`src/sv/queue_with_middle_insert_core_defines.svh`:
```
// Assertion macros for the queue core.
`ifndef QUEUE_WITH_MIDDLE_INSERT_CORE_DEFINES_SVH
`define QUEUE_WITH_MIDDLE_INSERT_CORE_DEFINES_SVH

`ifndef SYNTHESIS
`define QMI_ASSERT_IMP(label, clk, rst_n, ante, cons) \
	label: assert property (@(posedge clk) disable iff (!rst_n) (ante) |-> (cons)) \
		else $error("assertion failed");
`define QMI_ASSERT_NXT(label, clk, rst_n, ante, cons) \
	label: assert property (@(posedge clk) disable iff (!rst_n) (ante) |=> (cons)) \
		else $error("assertion failed");
`else
`define QMI_ASSERT_IMP(label, clk, rst_n, ante, cons)
`define QMI_ASSERT_NXT(label, clk, rst_n, ante, cons)
`endif

`endif

```
`src/sv/qmi_pkg.sv`:
```
`default_nettype none
package qmi_pkg;

	localparam int QMI_CAPACITY = 64;
	localparam int DATA_W       = 32;
	localparam int MODE_W       = 2;
	localparam int OCC_W        = 7;

	localparam logic [MODE_W-1:0] MODE_PUSH_TAIL = 2'd0;
	localparam logic [MODE_W-1:0] MODE_PUSH_MID  = 2'd1;
	localparam logic [MODE_W-1:0] MODE_POP       = 2'd2;
	localparam logic [MODE_W-1:0] MODE_POP_ALT   = 2'd3;

	typedef enum logic [1:0] {
		RES_PUSH_OK   = 2'd0,
		RES_POPPED    = 2'd1,
		RES_POP_EMPTY = 2'd2,
		RES_PUSH_FULL = 2'd3
	} res_t;

	typedef enum logic [1:0] {
		OP_NONE,
		OP_PUSH_TAIL,
		OP_PUSH_MID,
		OP_POP
	} op_t;

	typedef enum logic {
		S_IDLE,
		S_HOLD
	} state_t;

	typedef struct packed {
		logic load;
		op_t  op;
		res_t res;
	} cmd_t;

	typedef struct packed {
		logic empty;
		logic full;
	} dp_stat_t;

endpackage
`default_nettype wire

```
`src/sv/qmi_dp.sv`:
```
`default_nettype none
`include "queue_with_middle_insert_core_defines.svh"
module qmi_dp import qmi_pkg::*; #(
	parameter int CAPACITY = QMI_CAPACITY
) (
	input  wire logic                     clk,
	input  wire logic                     arst_n,
	input  wire cmd_t                     cmd,
	input  wire logic signed [DATA_W-1:0] item_value,
	output dp_stat_t                      stat,
	output res_t                          res_status,
	output logic signed [DATA_W-1:0]      res_popped,
	output logic [OCC_W-1:0]              res_occ
);

	localparam int CW = $clog2(CAPACITY + 1);
	localparam logic [CW-1:0] CAP_C = CW'(CAPACITY);

	logic [CW-1:0]            count_q;
	logic [CW:0]              cnt_inc;
	logic [CW-1:0]            pos;
	logic signed [DATA_W-1:0] cell_q [CAPACITY];
	res_t                     res_status_q;
	logic signed [DATA_W-1:0] res_popped_q;
	logic [OCC_W-1:0]         res_occ_q;
	logic [CW-1:0]            count_d;
	logic                     pop_op;
	logic                     push_op;

	assign cnt_inc = {1'b0, count_q} + 1'b1;
	assign pos     = (cmd.op == OP_PUSH_MID) ? cnt_inc[CW:1] : count_q;
	assign pop_op  = cmd.load && (cmd.op == OP_POP);
	assign push_op = cmd.load && (cmd.op == OP_PUSH_TAIL || cmd.op == OP_PUSH_MID);

	always_comb begin
		count_d = count_q;
		case (cmd.op) inside
			OP_POP:                    count_d = count_q - 1'b1;
			OP_PUSH_TAIL, OP_PUSH_MID: count_d = cnt_inc[CW-1:0];
			default:                   count_d = count_q;
		endcase
	end

	always_ff @(posedge clk or negedge arst_n) begin
		if (!arst_n) begin
			count_q <= '0;
		end else if (cmd.load) begin
			count_q <= count_d;
		end
	end

	// shift cells: pop moves every cell one toward the front,
	// push opens a hole at pos and moves the tail one toward the back
	for (genvar i = 0; i < CAPACITY; i++) begin : g_cell
		localparam logic [CW-1:0] IDX = CW'(i);
		logic signed [DATA_W-1:0] from_back;
		logic signed [DATA_W-1:0] from_front;

		if (i == CAPACITY - 1) begin : g_last
			assign from_back = cell_q[i];
		end else begin : g_mid
			assign from_back = cell_q[i+1];
		end
		if (i == 0) begin : g_first
			assign from_front = cell_q[i];
		end else begin : g_rest
			assign from_front = cell_q[i-1];
		end

		always_ff @(posedge clk) begin
			if (cmd.load) begin
				case (cmd.op) inside
					OP_POP: begin
						cell_q[i] <= from_back;
					end
					OP_PUSH_TAIL, OP_PUSH_MID: begin
						if (IDX == pos) begin
							cell_q[i] <= item_value;
						end else if (IDX > pos && IDX <= count_q) begin
							cell_q[i] <= from_front;
						end
					end
					default: begin
					end
				endcase
			end
		end
	end

	always_ff @(posedge clk) begin
		if (cmd.load) begin
			res_status_q <= cmd.res;
			res_popped_q <= (cmd.op == OP_POP) ? cell_q[0] : '0;
			res_occ_q    <= OCC_W'(count_d);
		end
	end

	assign stat.empty = (count_q == '0);
	assign stat.full  = (count_q >= CAP_C);
	assign res_status = res_status_q;
	assign res_popped = res_popped_q;
	assign res_occ    = res_occ_q;

	`QMI_ASSERT_IMP(a_cnt_max, clk, arst_n, 1'b1, count_q <= CAP_C)
	`QMI_ASSERT_NXT(a_pop_dec, clk, arst_n, pop_op, count_q == $past(count_q) - 1'b1)
	`QMI_ASSERT_NXT(a_push_inc, clk, arst_n, push_op, count_q == $past(count_q) + 1'b1)
	`QMI_ASSERT_NXT(a_occ_cnt, clk, arst_n, cmd.load, res_occ_q == OCC_W'(count_q))

endmodule
`default_nettype wire

```
`config.mk`:
```
export PLATFORM = sky130hd
export DESIGN_NAME = qmi_dp
export DESIGN_NICKNAME = d
export VERILOG_FILES = /design/src/sv/qmi_pkg.sv /design/src/sv/qmi_dp.sv
export VERILOG_INCLUDE_DIRS = /design/src /design/src/sv
export SDC_FILE = /design/constraint.sdc
export NUM_CORES = 2
export LEC_CHECK = 0
export BUFFER_PORTS_ARGS = -buffer_cell sky130_fd_sc_hd__buf_2
export CAP_MARGIN = 5
export CORE_MARGIN = 8
export CORE_UTILIZATION = 30
export CTS_CLUSTER_SIZE = 8
export DETAILED_ROUTE_END_ITERATION = 16
export GPL_ROUTABILITY_DRIVEN = 0
export HOLD_SLACK_MARGIN = 0.12
export PLACE_DENSITY = 0.43
export SETUP_SLACK_MARGIN = 0.2
export SYNTH_ARGS = -nofsm -noshare
export SYNTH_HDL_FRONTEND = slang
export SYNTH_SLANG_ARGS = --single-unit
```
`constraint.sdc`:
```
create_clock -name clk -period 6.27 [get_ports clk]
set_input_delay 0.3135 -clock clk [delete_from_list [all_inputs] [get_ports clk]]
set_output_delay 0.3135 -clock clk [all_outputs]
set_load 0.02 [all_outputs]
```
# Word level (Yosys, flattened, before mapping)
# Memory sizes are Yosys's and may differ from the RTL's.
# Index checks and enable logic that the tools add are counted.
# word_totals
ff_bits,48
ramBits,2048
in_bits,39
output_inout_bits,43
n_memories,1
# memory_table
memory,words,word_bits,read_ports,rd_clocked_by_memory_dff,wr,line_no,source
cell_q,64,32,64,0,64,qmi_dp.sv:22,logic signed [DATA_W-1:0] cell_q [CAPACITY];
# classes
addsub,2
n_lt_le_gt_ge,129
eq_ne,66
muxes,838
bitwise,128
n_reduce_logical,67
# op_table
cell,count
$mux 32,128
$mux 1,707
$eq 6x7->1 const A,32
$gt 6x7->1 const A,32
$le 6x7->1 const A,32
$or 1x1->1,128
$eq 5x7->1 const A,16
$gt 5x7->1 const A,16
$le 5x7->1 const A,16
$logic_and 1x1->1,64
$eq 4x7->1 const A,8
$gt 4x7->1 const A,8
$le 4x7->1 const A,8
$eq 3x7->1 const A,4
$gt 3x7->1 const A,4
$le 3x7->1 const A,4
$mux 7,3
$eq 2x7->1 const A,2
$gt 1x7->1 const A,2
$gt 2x7->1 const A,2
$le 1x7->1 const A,2
$le 2x7->1 const A,2
$logic_not 7->1,2
$add 7x1->8 const B,1
other kinds (6),7

# Logic depth before layout (Yosys ltp)
# logic_depth
ltp_word,11
mapped_depth,14
mapped_depth_nobuf,8

# Worst setup path after synthesis
# OpenSTA, ideal clock, no wires.
# synth_path
path_kind,reg2reg
start,register count_q[1]
end,"memory cell_q[10][0], in the netlist cell_q[0][320], enable pin"
setup_time_ns,0.466
t_arrival_ns,4.239
required_time_ns,5.804
path_slack_ns,1.566
stages_incl_launch_ff,10
period_less_slack_ns,4.704
path_cell_list,dfrtp_1 -> clkbuf_1 -> clkbuf_1 -> inv_1 -> ha_1 -> nor2b_1 -> a2bb2oi_1 -> nor3_1 -> nor2_1 -> o21ai_0
# synth_rtl
element,line_no,source
start: declaration,qmi_dp.sv:19,logic [CW-1:0] count_q;
start signal: assignment,qmi_dp.sv:48,count_q <= count_d;
end: declaration,qmi_dp.sv:22,

==> flow_summary.yaml <==
route:
  first_pass_iters: 6
  drt-initial-drc-count: 7076
  via_count: 70787
  via_per_inst: 5.433
  drcViolationCount: 0
  antenna_left: 0
  drt_wl_total_mm: 396.5
  wire_per_inst_microns: 30.43
global_route:
  grt.overflow.total: 0
  track_usage_pct: 19.23
  grt_pass1_wl_mm: 564.6
  antenna_found_initial: 15
  grt_pass1_vias: 72199
  grt_max_degree: 66
die:
  coreArea_sq_mm: 0.3725
  fp.dieH_microns: 628.0
  die_area_sq_mm: 0.3944
  ios: 82
  num_rows: 224
  die_x_microns: 628.0
  start_util_pct: 30.17
critical_path:
  reg2reg_to: "cell_q[1][80]"
  cp.required_ns: 6.79
  rr_startpoint: "count_q[0]"
  arrival_ns: 5.97
  path_common_cell: "nand3_2"
  path_class: "register to register"
  r2r_slack_ns: 0.82
  worstPathMaxFanout: 33
  crit_family: "simple AND/OR/NAND/NOR gates"
  start_kind: "register"
  path_buf_inv: 1
  cp-end-kind: "register"
  cpPeakStageDelay_ns: 0.87
  cp_slowest_cell: "dfrtp_1"
  r2r_cells: 8
  crit_chain: "ha_1 -> and3_1 -> o221a_2 -> nand3_2 -> o21ai_2 -> nand3_2 -> nand2_1 -> buf_4"
timing:
  slew-limit-headroom_pct: 14.09
  skew_ns: 0.05377
  hold_viol: 0
  tns_ns: 0
  rsz0062_at_grt: "no"
  setup_violations: 0
  whs_ns: 0.1721
  min_period_ns: 5.446
  finalCritPeriodShare_pct: 86.85
  slew_violations: 0
  fmax_mhz: 183.6
  tightest_slew_ns: 1.289
  fin_ws_ns: 0.8243
logic_synthesis:
  synth_compound_area_share_pct: 7.257
  synth_seq_area_share_pct: 55.98
  ys.flop_type: "edfxtp_1"
  synth_enable_flop_cells: 2089
  synth.avg_cell_area_sq_um: 13.88
  netlist_top_cells_area: "edfxtp_1 (56%), mux2_2 (21%), mux2i_1 (4.6%)"
  yosys.area.top_type: "edfxtp_1"
  yosysUniqueCellTypes: 88
  synth_top_area_share_pct: 55.83
  synth_simple_gate_area_share_pct: 4.199
  synth_top_family_by_area: "multiplexers"
  synth_adder_area_share_pct: 0.08908
  syn-num-nets: 8142
  synthMuxAreaShare_pct: 28.97
  synth_seq_cells: 2096
  yosys_warnings: 0
  netlist_instances: 8095
  syn_area_sq_mm: 0.1124
  synthXorXnorAreaFrac_pct: 0.08574
  synthArstFlopShare_pct: 0.3340
hold_path:
  whs_path_depth: 3
  hold_path_end: "cell_q[0][213]"
  hold_start: "item_value[21]"
  hold_class: "input port to register"
clocking:
  clockBufferDepth: 4
  cts_max_level: 5
  clkTransAtPathRegs_ns: 0.05
  cts_root_buf: "clkbuf_16"
  cts_sinks: 2096
  cts_buffers: 302
  cts_tree: "built"
  postCtsSetupRepairBufs: 0
  clock_latency_ns: 0.93
power:
  power_frac_comb_pct: 22.6
  p_total_w: 0.04548
  power.switching_w: 0.01435
  switching_share_pct: 31.55
  seq_power_share_pct: 44.4
  powerDensity_mw_per_mm2: 358.1
  ir_worst_vdd_v: 0.0002045
  internal_power_w: 0.03113
  clock_power_share_pct: 33.0
  p_leak_nw: 42.50
job:
  drv_cap: 0
layout:
  layout_commonest_cell: "edfxtp_1"
  area_growth_pct: 13.04
  drive_gt1_share_pct: 36.45
  final_nets: 8058
  final_cell_mix: "edfxtp_1 (2089), mux2_2 (2084), mux2i_1 (514), mux2_1 (350), nand2_1 (318)"
status:
  status: "finished, final reports clean"
place:
  dpl_worst_slack_ns: 0.8776
  io_buffers: 81
  place_hpwl_mm: 264.6
## metal layers
layer  GRT usage [%]  wire [microns]  up-vias
met5               0              41        -
met4           4.132            8814        6
met3           3.461           26040      481
met2           29.25          173700     2471
met1           28.44          187900    37147
li1                -               -    30682
## worst max-delay path by stage
stage | startpoint | endpoint | slack (ns) | cells past startpoint
final | count_q[0] | cell_q[1][80] | 0.82 | 8
after global routing | count_q[0] | cell_q[1][80] | 0.47 | 8
after CTS | count_q[0] | cell_q[1][80] | 0.86 | 8
after detailed placement | count_q[0] | cell_q[1][80] | 0.88 | 8
after global placement | count_q[0] | cell_q[1][64] | 0.89 | 8
after floorplan | count_q[1] | cell_q[0][320] | 1.57 | 9
## cells by family after synthesis
group	count (synthesis)
AO/OA/AOI/OAI	1194
buffers and inverters	886
AND/OR/NAND/NOR	952
adder cells (fa/ha/maj)	8
XOR/XNOR	11
flip-flops	2096
multiplexers	2948
## synth_stat cells, types with 6 or more instances
| library cell | instances |
|---|---|
| edfxtp_1 | 2089 |
| mux2_2 | 2084 |
| mux2i_1 | 514 |
| clkbuf_1 | 443 |
| mux2_1 | 350 |
| nand2_1 | 320 |
| nor2_1 | 296 |
| a21oi_1 | 275 |
| buf_2 | 262 |
| o21ai_1 | 186 |
| a21o_1 | 168 |
| a22o_1 | 161 |
| o21ai_0 | 115 |
| a22oi_1 | 113 |
| and2_1 | 106 |
| inv_1 | 105 |
| a221o_1 | 65 |
| nand3_1 | 44 |
| buf_4 | 37 |
| nor3_1 | 33 |
| buf_1 | 31 |
| or3_1 | 26 |
| nor3_2 | 25 |
| nor4_4 | 11 |
| or4_1 | 11 |
| o211ai_1 | 10 |
| or2_2 | 10 |
| xnor2_1 | 10 |
| and3_1 | 9 |
| nand4_1 | 9 |
| nor2b_1 | 9 |
| a211oi_1 | 8 |
| ha_1 | 8 |
| dfrtp_1 | 7 |
| nand2b_1 | 7 |
| nor4_1 | 7 |
| a31oi_1 | 6 |
| buf_6 | 6 |
| o21a_1 | 6 |
## final cells by class
cell class                      count  area (sq um)
Fill cell                       36255        245500
Sequential cell                  2096         62910
Multi-Input combinational cell   5113         46410
Clock buffer                      320          7710
Tap cell                         4972          6221
Timing Repair Buffer              391          2955
Clock inverter                     28         415.4
Inverter                          107         401.6
Antenna cell                        2         5.005
## metrics by stage
step / utilization, % / instance area, sq um / std cells
2_1_floorplan: - / 112400 / 8095
3_3_place_gp: 31.84 / 118600 / 12651
3_5_place_dp: 31.84 / 118600 / 12651
4_1_cts: 34.10 / 127000 / 13026
5_1_grt: 34.10 / 127000 / 13028
6_report: 34.10 / 127000 / 13029
## state kept, by name, summed over array words and instances, names as in the netlist
| name | flops |
|---|---|
| cell_q | 2048 |
| res_occ | 7 |
| res_popped | 32 |
| res_status | 2 |
| count_q | 7 |
## worst min-delay path, stage by stage
cell and delay, ns:
buf_4 0.27, mux2i_1 0.23, a21oi_1 0.07
## power groups by stage
stage          sequential [W]  clock, W  combinational [W]
2_1_floorplan          0.0194         0            0.00692
3_3_place_gp           0.0204         0             0.0101
3_5_place_dp           0.0204         0             0.0102
4_1_cts                0.0201    0.0154             0.0103
5_1_grt                0.0203    0.0159             0.0110
6_report               0.0202    0.0150             0.0103
## repair_timing
item	CTS	global route
hold endpoints to repair	132	0
hold buffers	27	0
gates resized for setup	0	0
Power figures use the tool's default switching activity.
