==> src/sv/queue_with_middle_insert_core_defines.svh <==
// Assertion macros for the queue core.
`ifndef QUEUE_WITH_MIDDLE_INSERT_CORE_DEFINES_SVH
`define QUEUE_WITH_MIDDLE_INSERT_CORE_DEFINES_SVH

`ifndef SYNTHESIS
`define QMI_ASSERT_IMP(label, clk, rst_n, ante, cons) \
	label: assert property (@(posedge clk) disable iff (!rst_n) (ante) |-> (cons)) \
		else $error("assertion failed");
`define QMI_ASSERT_NXT(label, clk, rst_n, ante, cons) \
	label: assert property (@(posedge clk) disable iff (!rst_n) (ante) |=> (cons)) \
		else $error("assertion failed");
`else
`define QMI_ASSERT_IMP(label, clk, rst_n, ante, cons)
`define QMI_ASSERT_NXT(label, clk, rst_n, ante, cons)
`endif

`endif

==> src/sv/qmi_pkg.sv <==
`default_nettype none
package qmi_pkg;

	localparam int QMI_CAPACITY = 64;
	localparam int DATA_W       = 32;
	localparam int MODE_W       = 2;
	localparam int OCC_W        = 7;

	localparam logic [MODE_W-1:0] MODE_PUSH_TAIL = 2'd0;
	localparam logic [MODE_W-1:0] MODE_PUSH_MID  = 2'd1;
	localparam logic [MODE_W-1:0] MODE_POP       = 2'd2;
	localparam logic [MODE_W-1:0] MODE_POP_ALT   = 2'd3;

	typedef enum logic [1:0] {
		RES_PUSH_OK   = 2'd0,
		RES_POPPED    = 2'd1,
		RES_POP_EMPTY = 2'd2,
		RES_PUSH_FULL = 2'd3
	} res_t;

	typedef enum logic [1:0] {
		OP_NONE,
		OP_PUSH_TAIL,
		OP_PUSH_MID,
		OP_POP
	} op_t;

	typedef enum logic {
		S_IDLE,
		S_HOLD
	} state_t;

	typedef struct packed {
		logic load;
		op_t  op;
		res_t res;
	} cmd_t;

	typedef struct packed {
		logic empty;
		logic full;
	} dp_stat_t;

endpackage
`default_nettype wire

==> src/sv/qmi_ctrl.sv <==
`default_nettype none
module qmi_ctrl import qmi_pkg::*; (
	input  wire logic              clk,
	input  wire logic              arst_n,
	input  wire logic              req_valid,
	input  wire logic [MODE_W-1:0] req_mode,
	output logic                   req_ready,
	output logic                   rsp_valid,
	input  wire logic              rsp_ready,
	input  wire dp_stat_t          stat,
	output cmd_t                   cmd
);

	state_t state_q, state_d;

	always_ff @(posedge clk or negedge arst_n) begin
		if (!arst_n) begin
			state_q <= S_IDLE;
		end else begin
			state_q <= state_d;
		end
	end

	always_comb begin
		state_d   = state_q;
		req_ready = 1'b0;
		rsp_valid = 1'b0;
		cmd       = '{load: 1'b0, op: OP_NONE, res: RES_PUSH_OK};
		unique case (state_q)
			S_IDLE: begin
				req_ready = 1'b1;
			end
			S_HOLD: begin
				rsp_valid = 1'b1;
				req_ready = rsp_ready;
				if (rsp_ready) begin
					state_d = S_IDLE;
				end
			end
			default: begin
				state_d = S_IDLE;
			end
		endcase
		if (req_valid && req_ready) begin
			cmd.load = 1'b1;
			state_d  = S_HOLD;
			unique case (req_mode) inside
				MODE_POP, MODE_POP_ALT: begin
					if (stat.empty) begin
						cmd.res = RES_POP_EMPTY;
					end else begin
						cmd.op  = OP_POP;
						cmd.res = RES_POPPED;
					end
				end
				MODE_PUSH_MID: begin
					if (stat.full) begin
						cmd.res = RES_PUSH_FULL;
					end else begin
						cmd.op = OP_PUSH_MID;
					end
				end
				MODE_PUSH_TAIL: begin
					if (stat.full) begin
						cmd.res = RES_PUSH_FULL;
					end else begin
						cmd.op = OP_PUSH_TAIL;
					end
				end
			endcase
		end
	end

endmodule
`default_nettype wire

==> config.mk <==
export PLATFORM = sky130hd
export DESIGN_NAME = qmi_ctrl
export DESIGN_NICKNAME = d
export VERILOG_FILES = /design/src/sv/queue_with_middle_insert_core_defines.svh /design/src/sv/qmi_pkg.sv /design/src/sv/qmi_ctrl.sv
export SDC_FILE = /design/constraint.sdc
export NUM_CORES = 1
export LEC_CHECK = 0
export ABC_AREA = 1
export ABC_CLOCK_PERIOD_IN_PS = 800
export CAP_MARGIN = 20
export CORE_AREA = 2 2 39 41
export CTS_BUF_LIST = sky130_fd_sc_hd__clkbuf_16
export CTS_CLUSTER_DIAMETER = 120
export DETAILED_ROUTE_END_ITERATION = 8
export DIE_AREA = 0 0 41 43
export DONT_BUFFER_PORTS = 1
export SLEW_MARGIN = 15
export SYNTH_ARGS = -nofsm -noshare
export SYNTH_HDL_FRONTEND = slang
export SYNTH_SLANG_ARGS = --single-unit
==> constraint.sdc <==
create_clock -name clk -period 0.8 [get_ports clk]
set_input_delay 0.04 -clock clk [delete_from_list [all_inputs] [get_ports clk]]
set_output_delay 0.04 -clock clk [all_outputs]
set_load 0.02 [all_outputs]
* After elaboration in Yosys (flattened, before gate mapping)
Cells that the tools add are included.
** Storage, ports and cells
- Flip-flop bits (word level) :: 1
- Word-level logic and storage cells :: 20
- Output and inout port bits :: 7
- Input port bits :: 8
** Operators by class
- Muxes and demuxes :: 12
- Bitwise operators :: 1
- Reductions and logical operators :: 3
- Equal/unequal tests :: 3
** Operators by type and width (number)
- one-hot mux 4 bit (3 select lines) :: 1
- two-way mux 2 bit :: 4
- two-way mux 1 bit :: 5
- two-way mux 5 bit :: 1
- == test 2 bit, second input constant :: 2
- == test 2 x 1 -> 1 bit, second input constant :: 1
- zero test 2 bit :: 1
- one-hot mux 1 bit (2 select lines) :: 1
- OR reduction 2 bit :: 1
- logical AND 1 bit :: 1
- NOT 1 bit :: 1

* Depth between registers and ports, before layout
Gate-level depths: netlist of the first run.
- Word-level depth :: 4
- Mapped depth :: 4

* Worst setup path after synthesis of the first run
Ideal clock, no wire load.
- Path type :: register -> output
- Start :: register state_q
- End :: output cmd[1] in the netlist's numbering
- Buffers on the path :: 0
- Cell stages (with the launch flop) :: 4
- Arrival time :: 1094 ps
- Path slack :: -334 ps
- Cell sequence :: dfrtp_1 nand2_2 nand2_1 a21oi_1
** RTL lines
- start, declared :: line qmi_ctrl.sv:14 : state_t state_q, state_d;
- start signal, assigned :: line qmi_ctrl.sv:20 : state_q <= state_d;
- end, declared :: line qmi_ctrl.sv:11 : output cmd_t cmd

==> results of run 1 <==
power by group through the flow:
stage	Clock, mW	Sequential [mW]	Combinational [mW]
after floorplan	0	0.0704	0.102
after global placement	0	0.0636	0.138
after detailed placement	0	0.0639	0.139
after CTS	0	0.0640	0.143
after global routing	0	0.0652	0.152
final	0	0.0636	0.142
per-layer routing:
metal	global-route usage, %	wire length, um	vias up
met1	1.90	109	55
met4	0	0	0
met5	0	0	-
met2	8.44	195	10
met3	0	35	0
li1	-	-	65
repair_timing:
item                                    4_1_cts  5_1_grt
endpoints found under the hold margin         1        0
endpoints found under the setup margin        2        6
gates resized for setup                       0        1
pin swaps                                     1        0
hold buffers                                  1        0
logic make-up (layout without fill, tap and decap cells):
| group | after synthesis | in the layout | synth area share (%) |
|---|---|---|---|
| AOI/OAI and AO/OA | 3 | 3 | 15.2 |
| buffers and inverters | 3 | 7 | 11.4 |
| DFF | 1 | 1 | 25.3 |
| and+or+nand+nor | 11 | 11 | 48.1 |
layout make-up:
cell class                 instances  area, um^2  area share, %
sequential                         1        26.3           12.2
inverter                           3        11.3           5.23
timing repair buffer               4        36.3           16.9
multi-input combinational         14         121           56.4
tap                               16        20.0           9.30
worst paths after layout:
path                                   start                end  slack [ps]  cells after the start
max                        state_q$_DFF_PN0_             cmd[1]          -6                      3
min                                req_valid  state_q$_DFF_PN0_         200                      2
max reg2reg                state_q$_DFF_PN0_  state_q$_DFF_PN0_          30                      3
min reg2reg                state_q$_DFF_PN0_  state_q$_DFF_PN0_         630                      3
max in group asynchronous             arst_n  state_q$_DFF_PN0_         430                      1
min in group asynchronous             arst_n  state_q$_DFF_PN0_         260                      1
cell usage after synthesis:
library cell,number,share of area [%]
o21ai_0,1,5.1
nand3_1,1,5.1
nand2_2,2,13
nor2_1,4,15
inv_1,2,7.6
nand2_1,4,15
o21ai_1,1,5.1
inv_2,1,3.8
a21oi_1,1,5.1
dfrtp_1,1,25
stage by stage:
stage	worst slack [ps]	instances	power, mW	utilization (%)	hold WS [ps]
5_1_grt	-46.4	38	0.218	15.6	214
2_1_floorplan	-103	18	0.173	-	-256
3_5_place_dp	-22.9	37	0.203	14.6	-256
4_1_cts	-24.6	38	0.207	15.3	208
6_report	-6.31	38	0.206	15.6	200
3_3_place_gp	-15.6	37	0.201	14.6	-256
==> impl_metrics.py, run 1 <==
metrics = {
    "logic_synthesis": {
        "syn_inst": 18,
        "ys_seq_area_share_pct": 25.3,
        "synth_seq_cells": 1,
        "synth_area_um2": 98.8,
        "syn_avg_cell_area_um2": 5.49,
        "synth_warnings": 0,
        "syn-num-nets": 26,
        "yosysUniqueCellTypes": 10,
    },
    "detailed_routing": {
        "via_per_inst": 3.42,
        "drt-wirelength-per-cell_um": 8.97,
        "drt-initial-drc-count": 0,
        "first_pass_iters": 1,
        "drc": 0,
        "vias": 130,
        "ant_nets": 0,
        "routed_wl_um": 341,
    },
    "sta": {
        "fin_ws_ps": -6.31,
        "rsz0062_at_grt": "true",
        "finClkSkew_ps": 0,
        "drv_slew": 0,
        "period_minus_slack_ps": 806,
        "worst_slew_pin_slew_ps": 227,
        "relSlewSlack_pct": 84.9,
        "setup_viol": 1,
        "hold_violations": 0,
        "fin_tns_setup_ps": -6.31,
        "period_share_pct": 101,
        "fmax_ghz": 1.24,
    },
    "layout": {
        "fillers": 157,
        "layout-drive-gt1-share_pct": 63.6,
        "largest_reg_flops": 1,
        "postLayoutCellArea_um2": 215,
        "n_antenna_cell": 0,
        "final_nets": 32,
        "syn_to_final_growth_pct": 118,
        "layout_common_cells": "nand2_1, nor2_4, nand2_4, inv_2, buf_4",
        "top_register": "state_q",
        "top_regs": "state_q (1)",
    },
    "worst_setup_path": {
        "crit_required_ps": 760,
        "path_delay_family": "flip-flops",
        "cp-start-kind": "flip-flop",
        "path_cells": "nand2_4, nand2_4, a21oi_4",
        "crit_top_cell": "nand2_4",
        "path_max_fanout": 4,
        "cp_num_buf_inv": 0,
        "critPathArrivalTime_ps": 770,
        "crit_type": "flip-flop to output port",
        "cpPeakStageDelay_ps": 400,
        "cp-end-kind": "output port",
        "crit_path_top_delay_cell": "dfrtp_2",
    },
    "placed_design": {
        "place.gp.congestion": 0.455,
        "port_buffers": 0,
        "postPlaceCellArea_um2": 201,
        "dp_hpwl_um": 339,
    },
    "global_routing": {
        "antenna_found_initial": 0,
        "grt_usage_pct": 3.30,
        "grt_pass1_wl_um": 414,
        "grt.overflow.total": 0,
        "grt_pass1_vias": 113,
        "grt_max_degree": 5,
    },
    "floorplanning": {
        "die_w_um": 41,
        "start_util_pct": 7.14,
        "core_mm2": 0.00138,
        "die_h_um": 43,
        "die_area_mm2": 0.00176,
        "rows": 14,
        "ios": 15,
    },
    "power_and_ir_drop": {
        "irDropWorstVdd_mv": 0.117,
        "comb_power_share_pct": 69.1,
        "pwr-share-clk_pct": 0,
        "p_leak_nw": 0.0904,
        "switching_power_mw": 0.0958,
        "seqPwrFrac_pct": 30.9,
        "p_int_mw": 0.110,
        "powerDensity_mw_per_mm2": 957,
        "swShare_pct": 46.5,
    },
    "status": {
        "violations": "setup timing",
        "outcome": "finished, violations left",
    },
    "min_path": {
        "min_path_type": "input port to flip-flop",
    },
    "clocking": {
        "path_clk_slew_ps": 0,
        "post_cts.repair.setup_buffers": 0,
        "clk_latency_ps": 0,
    },
    "run": {
        "max_cap_viol_count": 0,
    },
}
(Power assumes the default switching activity.)
==> run 2: changes to the inputs <==
--- a/config.mk
+++ b/config.mk
@@ -20 +20,2 @@
 export SYNTH_SLANG_ARGS = --single-unit
+export TNS_END_PERCENT = 1
==> constraint.sdc (replaced) <==
create_clock -name clk -period 0.8 [get_ports clk]
set_input_delay 0.08 -clock clk [delete_from_list [all_inputs] [get_ports clk]]
set_output_delay 0.08 -clock clk [all_outputs]
set_load 0.02 [all_outputs]
==> run 2 against run 1 <==
Via count fell by 1.5%. Total power fell by 4.7%. The run still ends with setup timing left. Die area did not move. Largest power group unchanged. Combinational power fell by 6%. Routed wire length fell by 7.0%. Worst setup slack got worse by 34 ps. Core utilization fell by 0.81 points.
==> impl_metrics.py, run 2 (synthesis gave the netlist of run 1 again) <==
metrics = {
    "detailed_routing": {
        "drt-wirelength-per-cell_um": 8.57,
        "vias": 128,
        "first_pass_iters": 1,
        "routed_wl_um": 317,
        "drt-initial-drc-count": 0,
        "drc": 0,
        "ant_nets": 0,
        "via_per_inst": 3.46,
    },
    "floorplanning": {
        "rows": 14,
        "start_util_pct": 7.14,
        "die_w_um": 41,
        "core_mm2": 0.00138,
        "die_h_um": 43,
        "ios": 15,
        "die_area_mm2": 0.00176,
    },
    "layout": {
        "layout-drive-gt1-share_pct": 57.1,
        "top_regs": "state_q (1)",
        "regArea_um2": 26.3,
        "layout_common_cells": "nand2_1, nor2_4, inv_1, nand2_4, buf_4",
        "fin_cells": 37,
        "multiInputGateArea_um2": 121,
        "postLayoutCellArea_um2": 204,
        "final_nets": 31,
        "n_antenna_cell": 0,
        "largest_reg_flops": 1,
        "syn_to_final_growth_pct": 106,
        "fillers": 162,
        "top_register": "state_q",
    },
    "power_and_ir_drop": {
        "p_total_mw": 0.196,
        "p_leak_nw": 0.0858,
        "powerDensity_mw_per_mm2": 962,
        "irDropWorstVdd_mv": 0.133,
    },
    "clocking": {
        "clk_latency_ps": 0,
        "post_cts.repair.setup_buffers": 0,
        "cts_resized": 0,
        "path_clk_slew_ps": 0,
    },
    "worst_setup_path": {
        "cp-start-kind": "flip-flop",
        "r2r-start": "state_q$_DFF_PN0_",
        "crit_required_ps": 720,
        "cp-end-kind": "output port",
        "r2r_end": "state_q$_DFF_PN0_",
        "path_max_fanout": 4,
        "crit_type": "flip-flop to output port",
        "critPathArrivalTime_ps": 760,
        "reg2reg_depth": 3,
        "reg2reg_setup_slack_ps": -10,
    },
    "sta": {
        "finClkSkew_ps": 0,
        "relSlewSlack_pct": 84.0,
        "setup_viol": 5,
        "period_minus_slack_ps": 840,
        "hold_violations": 0,
        "worst_slew_pin_slew_ps": 238,
        "fmax_ghz": 1.19,
        "period_share_pct": 105,
        "drv_slew": 0,
        "fin_ws_ps": -40.1,
        "rsz0062_at_grt": "true",
    },
    "global_routing": {
        "antenna_found_initial": 0,
        "grt.overflow.total": 0,
        "grt_pass1_vias": 114,
        "grt_pass1_wl_um": 420,
        "grt_usage_pct": 3.20,
        "grt_max_degree": 5,
    },
    "status": {
        "outcome": "finished, violations left",
        "violations": "setup timing",
    },
    "placed_design": {
        "place.gp.congestion": 0.431,
        "postPlaceCellArea_um2": 194,
        "placed_cells": 36,
        "post-place-ws_ps": -54.0,
        "dp_hpwl_um": 311,
        "port_buffers": 0,
    },
    "min_path": {
        "min_path_type": "input port to flip-flop",
        "min_from": "req_valid",
        "hold_end": "state_q$_DFF_PN0_",
        "hold_depth": 2,
    },
    "run": {
        "max_cap_viol_count": 0,
    },
}
## run 2: cell count changes in the layout (fill, tap and decap cells not counted)
cell   delta
inv_1     +1
inv_2     -1
buf_6     -1
## run 2: how the worst max path moves through the flow
stage,start,to,slack [ps],cells after the start
3_5_place_dp,state_q$_DFF_PN0_,cmd[1],-50,3
4_1_cts,state_q$_DFF_PN0_,cmd[1],-60,3
6_report,state_q$_DFF_PN0_,cmd[1],-40,3
2_1_floorplan,state_q$_DFF_PN0_,cmd[0],-140,3
3_3_place_gp,state_q$_DFF_PN0_,cmd[1],-40,3
5_1_grt,state_q$_DFF_PN0_,cmd[1],-90,3
## run 2: worst max-delay path: stages (launching register included)
cell and delay, ps:
dfrtp_2 400, nand2_4 90, nand2_4 80, a21oi_4 190
## run 2: report_power, final
| group | total, mW | internal [mW] | leakage, nW | switching (mW) |
|---|---|---|---|---|
| Combinational | 0.133 | 0.0442 | 0.0753 | 0.0883 |
| Clock | 0 | 0 | 0 | 0 |
| Sequential | 0.0636 | 0.0581 | 0.0105 | 0.00551 |
| Total | 0.196 | 0.102 | 0.0858 | 0.0938 |
## run 2: per-layer routing
metal	vias up	share of wire, %	global-route usage [%]
met5	-	0	0
met4	0	0	0
met3	0	19	0.524
met2	10	53	7.19
met1	54	28	2.54
li1	64	-	-
## run 2: layout make-up
cell class,count,area share (%)
timing repair buffer,3,12.3
inverter,3,5.52
sequential,1,12.9
tap,16,9.82
multi-input combinational,14,59.5
## run 2: repair_timing
action                                 in CTS  in global routing
setup endpoints to repair                   6                  6
pin swaps                                   2                  0
endpoints found under the hold margin       1                  0
hold buffers                                1                  0
## run 2: through the flow
stage          TNS [ps]  util (%)  hold WS, ps
2_1_floorplan      -642         -         -216
3_3_place_gp       -140      14.0         -216
3_5_place_dp       -192      14.0         -216
4_1_cts            -153      14.7          240
5_1_grt            -347      14.7          255
6_report          -94.7      14.7          233
